## src/design/bdhr_pkg.sv

```systemverilog
// Package for the button debouncer with hold and auto-repeat.
// Holds register indexes, reset values and the state, config and result types.
// Used by every module of the block; depends on nothing.
package bdhr_pkg;

  localparam int unsigned DebW    = 4;
  localparam int unsigned HeldW   = 10;
  localparam int unsigned RepW    = 8;
  localparam int unsigned CfgIdxW = 3;
  localparam int unsigned CfgDataW = 10;

  localparam logic [DebW-1:0]  DebMax  = '1;
  localparam logic [HeldW-1:0] HeldMax = '1;
  localparam logic [RepW-1:0]  RepMax  = '1;

  localparam logic [CfgIdxW-1:0] RegDebounceTicks = 3'd0;
  localparam logic [CfgIdxW-1:0] RegHoldTicks     = 3'd1;
  localparam logic [CfgIdxW-1:0] RegRepeatDelay   = 3'd2;
  localparam logic [CfgIdxW-1:0] RegRepeatPeriod  = 3'd3;
  localparam logic [CfgIdxW-1:0] RegHoldEnable    = 3'd4;
  localparam logic [CfgIdxW-1:0] RegRepeatEnable  = 3'd5;

  localparam logic [DebW-1:0]  RstDebounceTicks = 4'd3;
  localparam logic [HeldW-1:0] RstHoldTicks     = 10'd50;
  localparam logic [HeldW-1:0] RstRepeatDelay   = 10'd40;
  localparam logic [RepW-1:0]  RstRepeatPeriod  = 8'd12;

  // Button levels are active low.
  localparam logic LevelPressed  = 1'b0;
  localparam logic LevelReleased = 1'b1;

  typedef struct packed {
    logic [DebW-1:0]  debounce_ticks;
    logic [HeldW-1:0] hold_ticks;
    logic [HeldW-1:0] repeat_delay_ticks;
    logic [RepW-1:0]  repeat_period_ticks;
    logic             hold_enable;
    logic             repeat_enable;
  } cfg_t;

  typedef struct packed {
    logic             last_level;
    logic             settled_level;
    logic [DebW-1:0]  debounce_count;
    logic [HeldW-1:0] held_count;
    logic [RepW-1:0]  repeat_count;
    logic             hold_done;
  } state_t;

  typedef struct packed {
    logic short_pulse;
    logic hold_pulse;
    logic debounced_level;
  } result_t;

endpackage

```

## src/design/bdhr_cfg.sv

```systemverilog
// Configuration register file of the button debouncer.
// Six write-only registers behind a plain write port; uses bdhr_pkg.
module bdhr_cfg
  import bdhr_pkg::*;
(
  input  logic                clk,
  input  logic                rst,
  input  logic                cfg_write,
  input  logic [CfgIdxW-1:0]  cfg_index,
  input  logic [CfgDataW-1:0] cfg_data,
  output cfg_t                cfg
);

  always_ff @(posedge clk) begin
    if (rst) begin
      cfg.debounce_ticks      <= RstDebounceTicks;
      cfg.hold_ticks          <= RstHoldTicks;
      cfg.repeat_delay_ticks  <= RstRepeatDelay;
      cfg.repeat_period_ticks <= RstRepeatPeriod;
      cfg.hold_enable         <= 1'b0;
      cfg.repeat_enable       <= 1'b0;
    end else if (cfg_write) begin
      case (cfg_index)
        RegDebounceTicks: cfg.debounce_ticks      <= cfg_data[DebW-1:0];
        RegHoldTicks:     cfg.hold_ticks          <= cfg_data[HeldW-1:0];
        RegRepeatDelay:   cfg.repeat_delay_ticks  <= cfg_data[HeldW-1:0];
        RegRepeatPeriod:  cfg.repeat_period_ticks <= cfg_data[RepW-1:0];
        RegHoldEnable:    cfg.hold_enable         <= cfg_data[0];
        RegRepeatEnable:  cfg.repeat_enable       <= cfg_data[0];
        default: begin
          // Unused indexes are ignored.
        end
      endcase
    end
  end

endmodule

```

## src/design/bdhr_step.sv

```systemverilog
// Combinational tick update of the button debouncer.
// Takes the current state, config and one level sample; uses bdhr_pkg.
module bdhr_step
  import bdhr_pkg::*;
(
  input  cfg_t    cfg,
  input  state_t  state,
  input  logic    level,
  output state_t  state_next,
  output result_t result
);

  always_comb begin
    logic [DebW-1:0] thr;
    logic            short_ev;
    logic            hold_ev;
    state_t          s;

    s        = state;
    short_ev = 1'b0;
    hold_ev  = 1'b0;
    // A debounce length of zero behaves as one.
    thr = (cfg.debounce_ticks == '0) ? {{(DebW-1){1'b0}}, 1'b1} : cfg.debounce_ticks;

    if (level != s.last_level) begin
      s.last_level     = level;
      s.debounce_count = '0;
    end else begin
      if (s.debounce_count < thr && s.debounce_count != DebMax) begin
        s.debounce_count = s.debounce_count + 1'b1;
      end
      if (s.debounce_count >= thr && s.settled_level != s.last_level) begin
        s.settled_level = s.last_level;
        if (s.settled_level == LevelPressed) begin
          short_ev = !cfg.hold_enable;
        end else begin
          short_ev = cfg.hold_enable && !s.hold_done;
        end
        s.held_count   = '0;
        s.repeat_count = '0;
        s.hold_done    = 1'b0;
      end
    end

    if (s.last_level == LevelPressed && s.settled_level == LevelPressed) begin
      if (s.held_count != HeldMax) begin
        s.held_count = s.held_count + 1'b1;
      end
      if (cfg.hold_enable && !s.hold_done && s.held_count >= cfg.hold_ticks) begin
        s.hold_done = 1'b1;
        hold_ev     = 1'b1;
      end
      if (cfg.repeat_enable && s.held_count >= cfg.repeat_delay_ticks) begin
        if (s.repeat_count != RepMax) begin
          s.repeat_count = s.repeat_count + 1'b1;
        end
        if (s.repeat_count >= cfg.repeat_period_ticks) begin
          s.repeat_count = '0;
          short_ev       = 1'b1;
        end
      end
    end

    state_next             = s;
    result.short_pulse     = short_ev;
    result.hold_pulse      = hold_ev;
    result.debounced_level = s.settled_level;
  end

endmodule

```

## src/design/button_debounce_hold_repeat.sv

```systemverilog
// Top level of the button debouncer with hold and auto-repeat events.
// Instantiates bdhr_cfg and bdhr_step; uses bdhr_pkg.
//
//   Channel   Direction  Handshake              Payload
//   input     in         in_valid / in_ready    level_in
//   output    out        out_valid / out_ready  short_pulse, hold_pulse, debounced_level
//   config    in         cfg_write              cfg_index, cfg_data
//
// Each input word is captured in an input register; when it moves on, the tick
// update runs through one level of short compare and count logic into the
// result register while the debounce state registers advance together.
// A word accepted into the input register is loaded into the result register
// as it moves on, and is offered from there until it is taken; one word is
// taken every cycle while the output side keeps accepting.
// When the result register is full and not being taken, the input register
// holds its word; new words are still accepted until that register fills too.
// Synchronous reset returns both levels to released, clears all counters and
// flags, empties both registers and loads the default configuration.
module button_debounce_hold_repeat
  import bdhr_pkg::*;
(
  input  logic                clk,
  input  logic                rst,
  input  logic                in_valid,
  output logic                in_ready,
  input  logic                level_in,
  output logic                out_valid,
  input  logic                out_ready,
  output logic                short_pulse,
  output logic                hold_pulse,
  output logic                debounced_level,
  input  logic                cfg_write,
  input  logic [CfgIdxW-1:0]  cfg_index,
  input  logic [CfgDataW-1:0] cfg_data
);

  cfg_t    cfg;
  state_t  state;
  state_t  state_next;
  result_t result_next;

  logic s1_valid;
  logic s1_level;
  logic s1_advance;

  bdhr_cfg u_cfg (
    .clk       (clk),
    .rst       (rst),
    .cfg_write (cfg_write),
    .cfg_index (cfg_index),
    .cfg_data  (cfg_data),
    .cfg       (cfg)
  );

  bdhr_step u_step (
    .cfg        (cfg),
    .state      (state),
    .level      (s1_level),
    .state_next (state_next),
    .result     (result_next)
  );

  // The captured word moves on when the result register is empty or is
  // being emptied this cycle.
  assign s1_advance = s1_valid && (!out_valid || out_ready);
  assign in_ready   = !s1_valid || s1_advance;

  always_ff @(posedge clk) begin
    if (rst) begin
      s1_valid <= 1'b0;
    end else if (in_ready) begin
      s1_valid <= in_valid;
    end
  end

  always_ff @(posedge clk) begin
    if (in_ready && in_valid) begin
      s1_level <= level_in;
    end
  end

  // Debounce state only advances when a word leaves the input register, so
  // stalls never repeat or skip a tick.
  always_ff @(posedge clk) begin
    if (rst) begin
      state.last_level     <= LevelReleased;
      state.settled_level  <= LevelReleased;
      state.debounce_count <= '0;
      state.held_count     <= '0;
      state.repeat_count   <= '0;
      state.hold_done      <= 1'b0;
    end else if (s1_advance) begin
      state <= state_next;
    end
  end

  always_ff @(posedge clk) begin
    if (rst) begin
      out_valid <= 1'b0;
    end else if (s1_advance) begin
      out_valid <= 1'b1;
    end else if (out_ready) begin
      out_valid <= 1'b0;
    end
  end

  always_ff @(posedge clk) begin
    if (s1_advance) begin
      short_pulse     <= result_next.short_pulse;
      hold_pulse      <= result_next.hold_pulse;
      debounced_level <= result_next.debounced_level;
    end
  end

endmodule

```

## config.mk

```make
export PLATFORM = sky130hd
export DESIGN_NAME = button_debounce_hold_repeat
export DESIGN_NICKNAME = d
export VERILOG_FILES = /design/src/design/bdhr_pkg.sv /design/src/design/bdhr_cfg.sv /design/src/design/bdhr_step.sv /design/src/design/button_debounce_hold_repeat.sv
export SDC_FILE = /design/constraint.sdc
export NUM_CORES = 1
export LEC_CHECK = 0
export ABC_CLOCK_PERIOD_IN_PS = 16100
export BUFFER_PORTS_ARGS = -buffer_cell sky130_fd_sc_hd__buf_2
export CORE_MARGIN = 2
export CORE_UTILIZATION = 35
export CTS_CLUSTER_DIAMETER = 100
export DETAILED_ROUTE_END_ITERATION = 16
export GPL_ROUTABILITY_DRIVEN = 0
export PLACE_DENSITY = 0.63
export SLEW_MARGIN = 20
export SYNTH_ARGS = -nofsm -noshare
export SYNTH_HDL_FRONTEND = slang
export SYNTH_SLANG_ARGS = --single-unit
```

## constraint.sdc

```tcl
create_clock -name clk -period 16.1 [get_ports clk]
set_clock_uncertainty 0.05 [all_clocks]
set_input_delay 0.805 -clock clk [delete_from_list [all_inputs] [get_ports clk]]
set_output_delay 0.805 -clock clk [all_outputs]
set_load 0.05 [all_outputs]
```

Word level (Yosys, flattened, before mapping):

Cells that the tools add are included.

* add/sub/neg operators: 3
* magnitude comparators: 5
* eq/ne operators: 10
* multiplexer cells: 27
* bitwise gates (word level): 2
* reduce and logical (&&, ||, !) cells: 25

Operators by type and width (number)
* 19-bit 2-to-1 mux: 3
* 8-bit 2-to-1 mux: 5
* 10-bit greater-or-equal comparator: 2
* 10-bit 2-to-1 mux: 2
* 4-bit 2-to-1 mux: 4
* 1-bit 2-to-1 mux: 13
* 2-bit AND reduction: 6
* 10-bit by 1-bit adder with 10-bit output (second input constant): 1
* 10-bit inequality test (second input constant): 1
* 1-bit logical AND: 9
* 8-bit by 1-bit adder with 8-bit output (second input constant): 1
* 8-bit greater-or-equal comparator: 1
* 8-bit inequality test (second input constant): 1
* 3-bit by 2-bit equality test with 1-bit output (second input constant): 2
* 3-bit equality test (second input constant): 2
* 1-bit zero test: 5
* 4-bit by 1-bit adder with 4-bit output (second input constant): 1
* 4-bit greater-or-equal comparator: 1
* 4-bit zero test: 1
* 4-bit < comparator: 1
* 4-bit inequality test (second input constant): 1
* 3-bit by 1-bit equality test with 1-bit output (second input constant): 1
* 3-bit zero test: 1
* 1-bit logical OR: 2
* other kinds (3): 5

* bits in registers: 65
* bits of input ports: 19
* output and inout port bits: 5
* logic and storage cells: 90

Longest topological paths before layout:

* depth after elaboration: 21
* depth in mapped cells: 27
* mapped depth without buffers: 25

By module:

Synthesis repeated with hierarchy kept, for this count alone.

* cell total of the unflattened synthesis: 554
* area, all modules: 4852.2 µm²

By module, submodules not included
* bdhr_step: instances 1, cells each 297, area an instance 2085.8 µm², seq. area each 0.0 µm²
* bdhr_cfg: instances 1, cells each 135, area an instance 1452.6 µm², seq. area each 680.7 µm²
* button_debounce_hold_repeat: instances 1, cells each 122, area an instance 1313.8 µm², seq. area each 660.6 µm²

Least setup slack after synthesis:

No wires, ideal clock.

* path kind: register -> register
* start: reg u_cfg.cfg[32] (netlist name)
* end: reg state[1] (netlist name)
* library setup time: 87 ps
* arrival: 5266 ps
* required time: 15963 ps
* slack: 10697 ps
* cell stages (with the launch flop): 26
* buffers on the path: 2
* clock period less this slack: 5403 ps
* path through: dfxtp_1 inv_1 ha_1 or2_2 a21oi_1 o21a_1 xnor2_1 ha_1 nor3b_1 o21a_1 or2_2 clkbuf_1 and2_1 ha_1 clkbuf_1 and2_1 nand4_1 and3_1 xnor2_1 nor2_1 ha_1 nand3_1 nor4_1 a2bb2oi_1 o2111ai_1 o31ai_1

* word-level cells in the longest chain between the ends: 18
* elaborated cells on any way between the ends: 29
* those cells by class: add/sub: 2; order compare: 4; eq/ne: 2; mux: 15; bitwise: 1; reduce/logical: 5

Ends and longest elaborated chain
* 4-bit zero test: RTL line bdhr_step.sv:23 `thr = (cfg.debounce_ticks == '0) ? {{(DebW-1){1'b0}}, 1'b1} : cfg.debounce_ticks;`
* 4-bit 2-to-1 mux (*): RTL line bdhr_step.sv:23
* 4-bit < comparator: RTL line bdhr_step.sv:29 `if (s.debounce_count < thr && s.debounce_count != DebMax) begin`
* 1-bit logical AND: RTL line bdhr_step.sv:29
* 4-bit 2-to-1 mux: RTL line bdhr_step.sv:29
* 4-bit 2-to-1 mux: RTL line bdhr_step.sv:25 `if (level != s.last_level) begin`
* 4-bit greater-or-equal comparator (*): RTL line bdhr_step.sv:32 `if (s.debounce_count >= thr && s.settled_level != s.last_level) begin`
* 1-bit logical AND (*): RTL line bdhr_step.sv:32
* [... 2 more ...]
* 8-bit by 1-bit adder with 8-bit output or 8-bit inequality test (tied branches): RTL line bdhr_step.sv:55, bdhr_step.sv:54
* 8-bit 2-to-1 mux: RTL line bdhr_step.sv:54 `if (s.repeat_count != RepMax) begin`
* 8-bit 2-to-1 mux: RTL line bdhr_step.sv:53 `if (cfg.repeat_enable && s.held_count >= cfg.repeat_delay_ticks) begin`
* 8-bit 2-to-1 mux: RTL line bdhr_step.sv:45 `if (s.last_level == LevelPressed && s.settled_level == LevelPressed) begin`
* 8-bit greater-or-equal comparator: RTL line bdhr_step.sv:57 `if (s.repeat_count >= cfg.repeat_period_ticks) begin`
* 8-bit 2-to-1 mux: RTL line bdhr_step.sv:57
* 8-bit 2-to-1 mux: RTL line bdhr_step.sv:53
* 19-bit 2-to-1 mux (*): RTL line bdhr_step.sv:45

Every way passes the cells marked *; elsewhere a longest branch is shown, timed or not. The select of a mux whose other input is x is not followed.
A chain may end at the register's enable or synchronous reset.

Worst setup path after layout:

* start: reg state[21] (netlist name)
* end: reg state[1] (netlist name)

* word-level cells in the longest chain between the ends: 16
* elaborated cells on any way between the ends: 29
* those cells by class: add/sub: 3; order compare: 4; eq/ne: 3; mux: 14; bitwise: 1; reduce/logical: 4

Ends and longest elaborated chain (RTL line)
* 4-bit < comparator or 4-bit inequality test (tied branches): bdhr_step.sv:29
* 1-bit logical AND: bdhr_step.sv:29
* 4-bit 2-to-1 mux (*): bdhr_step.sv:29
* 4-bit 2-to-1 mux (*): bdhr_step.sv:25
* 4-bit greater-or-equal comparator (*): bdhr_step.sv:32
* 1-bit logical AND (*): bdhr_step.sv:32
* 19-bit 2-to-1 mux: bdhr_step.sv:32
* 19-bit 2-to-1 mux: bdhr_step.sv:25
* 8-bit by 1-bit adder with 8-bit output or 8-bit inequality test (tied branches): bdhr_step.sv:55, bdhr_step.sv:54
* 8-bit 2-to-1 mux: bdhr_step.sv:54
* 8-bit 2-to-1 mux: bdhr_step.sv:53
* 8-bit 2-to-1 mux: bdhr_step.sv:45
* 8-bit greater-or-equal comparator: bdhr_step.sv:57
* 8-bit 2-to-1 mux: bdhr_step.sv:57
* 8-bit 2-to-1 mux: bdhr_step.sv:53
* 19-bit 2-to-1 mux (*): bdhr_step.sv:45

Marks and branches as above.

==> impl_metrics.env <==
export IMPL_yosysTopAreaCellShare=0.299
export IMPL_rsz0062_at_grt="false"
export IMPL_power_density_mw_per_mm2=85.5
export IMPL_crit_path_end_kind="flop"
export IMPL_regToRegStartpoint="state[21]"
export IMPL_first_pass_iters=4
export IMPL_cts_hold_buf=0
export IMPL_required_ns=16.29
export IMPL_grt_pass1_vias=3620
export IMPL_vias=3710
export IMPL_drc=0
export IMPL_crit_chain="ha_1 -> or2_2 -> a21oi_1 -> o21a_1 -> xnor2_1 -> ha_1 -> nor3b_1 -> o21a_1 -> or2_2 -> and2_1 -> ha_1 -> and2_1 -> nand4_1 -> and3_1 -> xnor2_1 -> nor2_1 -> ha_1 -> nand3_1 -> nor4_1 -> a2bb2oi_1 -> o2111ai_1 -> o31ai_1"
export IMPL_ys_warnings_count=0
export IMPL_cpMaxStageDelayCell="a2bb2oi_1"
export IMPL_clkTransAtPathRegs_ns=0.05
export IMPL_grt_busiest_layer="met2"
export IMPL_netlist_top_cells_count="80 x nand2_1, 61 x dfxtp_1, 46 x a21oi_1"
export IMPL_grt_pass1_wl_um=17600
export IMPL_hold_path_class="flop to flop"
export IMPL_cp_num_cells=22
export IMPL_grt_max_degree=46
export IMPL_synth_seq_cells=65
export IMPL_antenna_found_initial=0
export IMPL_drv_cap=0
export IMPL_cts_setup_buffers=0
export IMPL_dieWidth_um=112
export IMPL_cp_max_fo=13
export IMPL_wl_per_cell_um=15.3
export IMPL_layout_drive_gt1_share=0.0909
export IMPL_die_h_um=112
export IMPL_tns_ns=0
export IMPL_critPathBufInv=0
export IMPL_synth_area_leader_cell="dfxtp_1"
export IMPL_met1_usage=0.227
export IMPL_drtAntennaViolNets=0
export IMPL_synth_seq_area_share=0.328
export IMPL_ctsResizeCount=0
export IMPL_clock_latency_ns=0.33
export IMPL_clockRootBuffer="clkbuf_16"
export IMPL_p_leak_uw=0.00183
export IMPL_slowest_delay_ns=0.60
export IMPL_synth_cell_types=55
export IMPL_htreeDepth=3
export IMPL_route_final_wire_length_um=10400
export IMPL_drt_iter0_drc=268
export IMPL_crit_end="state[1]"
export IMPL_cts_tree="done"
export IMPL_gr_total_overflow=0
export IMPL_synth_area_top_cells="dfxtp_1 30%, ha_1 12%, nand2_1 7.3%"
export IMPL_cp_startpoint="state[21]"
export IMPL_portBuffers=23
export IMPL_ff2ff_setup_slack_ns=9.77
export IMPL_clk_path_buf_depth=2
export IMPL_min_period_over_period=0.393
export IMPL_period_needed_ns=6.33
export IMPL_grt_met2_usage=0.284
export IMPL_clock_sinks=65
export IMPL_hpwlAfterDp_um=7650
export IMPL_initial_core_util=0.358
export IMPL_maxSlewViolCount=0
export IMPL_fmax_mhz=158
export IMPL_mappedNetlistArea_mm2=0.00409
export IMPL_grtUsageTotal=0.174
export IMPL_setup_violations_final=0
export IMPL_synth_async_reset_ratio=0
export IMPL_num_antenna_cells=0
export IMPL_boundaryPins=24
export IMPL_syn_nets=583
export IMPL_fp_dieArea_mm2=0.0126
export IMPL_syn_inst=524
export IMPL_synth_enable_flop_cells=4
export IMPL_worstMarginPinSlew_ns=0.912
export IMPL_arrival_ns=6.51
export IMPL_area_growth_pct=12.2
export IMPL_status="finished clean"
export IMPL_hold_viol_final=0
export IMPL_hold_slack_ns=0.405
export IMPL_crit_top_cell="ha_1"
export IMPL_ir_drop_mv=0.0455
export IMPL_layout_nets=594
export IMPL_met3_usage=0.0335
export IMPL_holdCritStartpoint="u_cfg.cfg[3]"
export IMPL_viasPerCell=5.44
export IMPL_critical_path_top_delay_family="simple AND/OR/NAND/NOR gates"
export IMPL_worst_setup_path_start_kind="flop"
export IMPL_slew_limit_headroom=0.392
export IMPL_synth_ff_type="dfxtp_1"
export IMPL_row_count=39
export IMPL_yosysMostFrequentCell="nand2_1"
export IMPL_path_class="flop to flop"
export IMPL_avgSynthCellArea_um2=7.81
export IMPL_rr_worst_depth=22
export IMPL_r2r_end="state[1]"
export IMPL_core_area_mm2=0.0114
export IMPL_cts_buffers=9
-- registers in the layout, indices dropped and copies added (netlist names) --
signal / flops
u_cfg.cfg: 34
hold_pulse: 1
debounced_level: 1
state: 25
s1_level: 1
short_pulse: 1
s1_valid: 1
out_valid: 1
-- worst register-to-register path, delay by kind of cell (launching register included) --
kind	cells	cell delay, ns
compound gates	6	1.69
xor+xnor	2	0.29
fa+ha+maj	4	1.11
flops	1	0.42
simple gates	10	2.65
-- routing by layer --
| metal | up-vias | wire length (um) | part of all wire |
|---|---|---|---|
| li1 | 1884 | - | - |
| met2 | 88 | 4880 | 0.47 |
| met5 | - | 0 | 0 |
| met4 | 0 | 297 | 0.029 |
| met1 | 1720 | 4830 | 0.46 |
| met3 | 18 | 407 | 0.039 |
-- cell type report --
class                   instances  area (um^2)
well taps                     143          179
repair buffers                 24          123
inverters                      38          143
clock inverters                 2         10.0
flip-flops and latches         65         1340
multi-input cells             397         2510
clock buffers                  13          282
fillers                      1184         6830
-- power breakdown --
part           switching, uW  total (uW)  leakage, uW  internal [uW]
Combinational           22.5        33.2      0.00115           10.7
Clock                   69.8         190     0.000147            121
Sequential              2.48         169     0.000531            166
Total                   94.7         392      0.00183            298
-- cells in the final DEF (no fill, tap or decap), types with 5 or more instances in the layout --
| cell | count |
|---|---|
| buf_2 | 23 |
| xor2_1 | 5 |
| and3_1 | 6 |
| nor3_1 | 8 |
| nand3_1 | 16 |
| and2_1 | 10 |
| a21oi_1 | 46 |
| inv_1 | 37 |
| clkbuf_16 | 10 |
| nor2_1 | 36 |
| o211ai_1 | 12 |
| mux2i_1 | 6 |
| dfxtp_1 | 61 |
| a21o_1 | 5 |
| nand2b_1 | 10 |
| o21ai_0 | 26 |
| a211oi_1 | 7 |
| ha_1 | 40 |
| a31oi_1 | 8 |
| nand4_1 | 11 |
| nand2_1 | 80 |
| o21a_1 | 7 |
| mux2_2 | 5 |
-- how the worst min path moves through the flow --
stage,endpoint,slack [ns],cells after the start
after CTS,u_cfg.cfg[3],0.41,2
final,u_cfg.cfg[3],0.41,2
after detailed placement,u_cfg.cfg[3],0.40,2
after global routing,u_cfg.cfg[17],0.42,2
after floorplan,u_cfg.cfg[11],0.39,2
after global placement,u_cfg.cfg[22],0.40,2
-- cell families after synthesis --
kind of cell	Yosys count	share of synthesized area
buf+inv	62	0.0581
flops	65	0.328
mux	11	0.0284
simple gates	201	0.236
fa+ha+maj	40	0.122
xor+xnor	9	0.0193
compound gates	136	0.208
-- through the flow --
step                      cell area (um^2)  cells  total power (uW)  worst slack [ns]  utilization
after detailed placement              4300    667               205              9.93        0.376
after global placement                4300    667               204             10.10        0.376
after floorplan                       4090    524               195             10.70            -
after CTS                             4590    682               395              9.88        0.402
after global routing                  4590    682               407              9.12        0.402
final                                 4590    682               392              9.77        0.402
No activity file was read; power rests on OpenSTA's default activity.
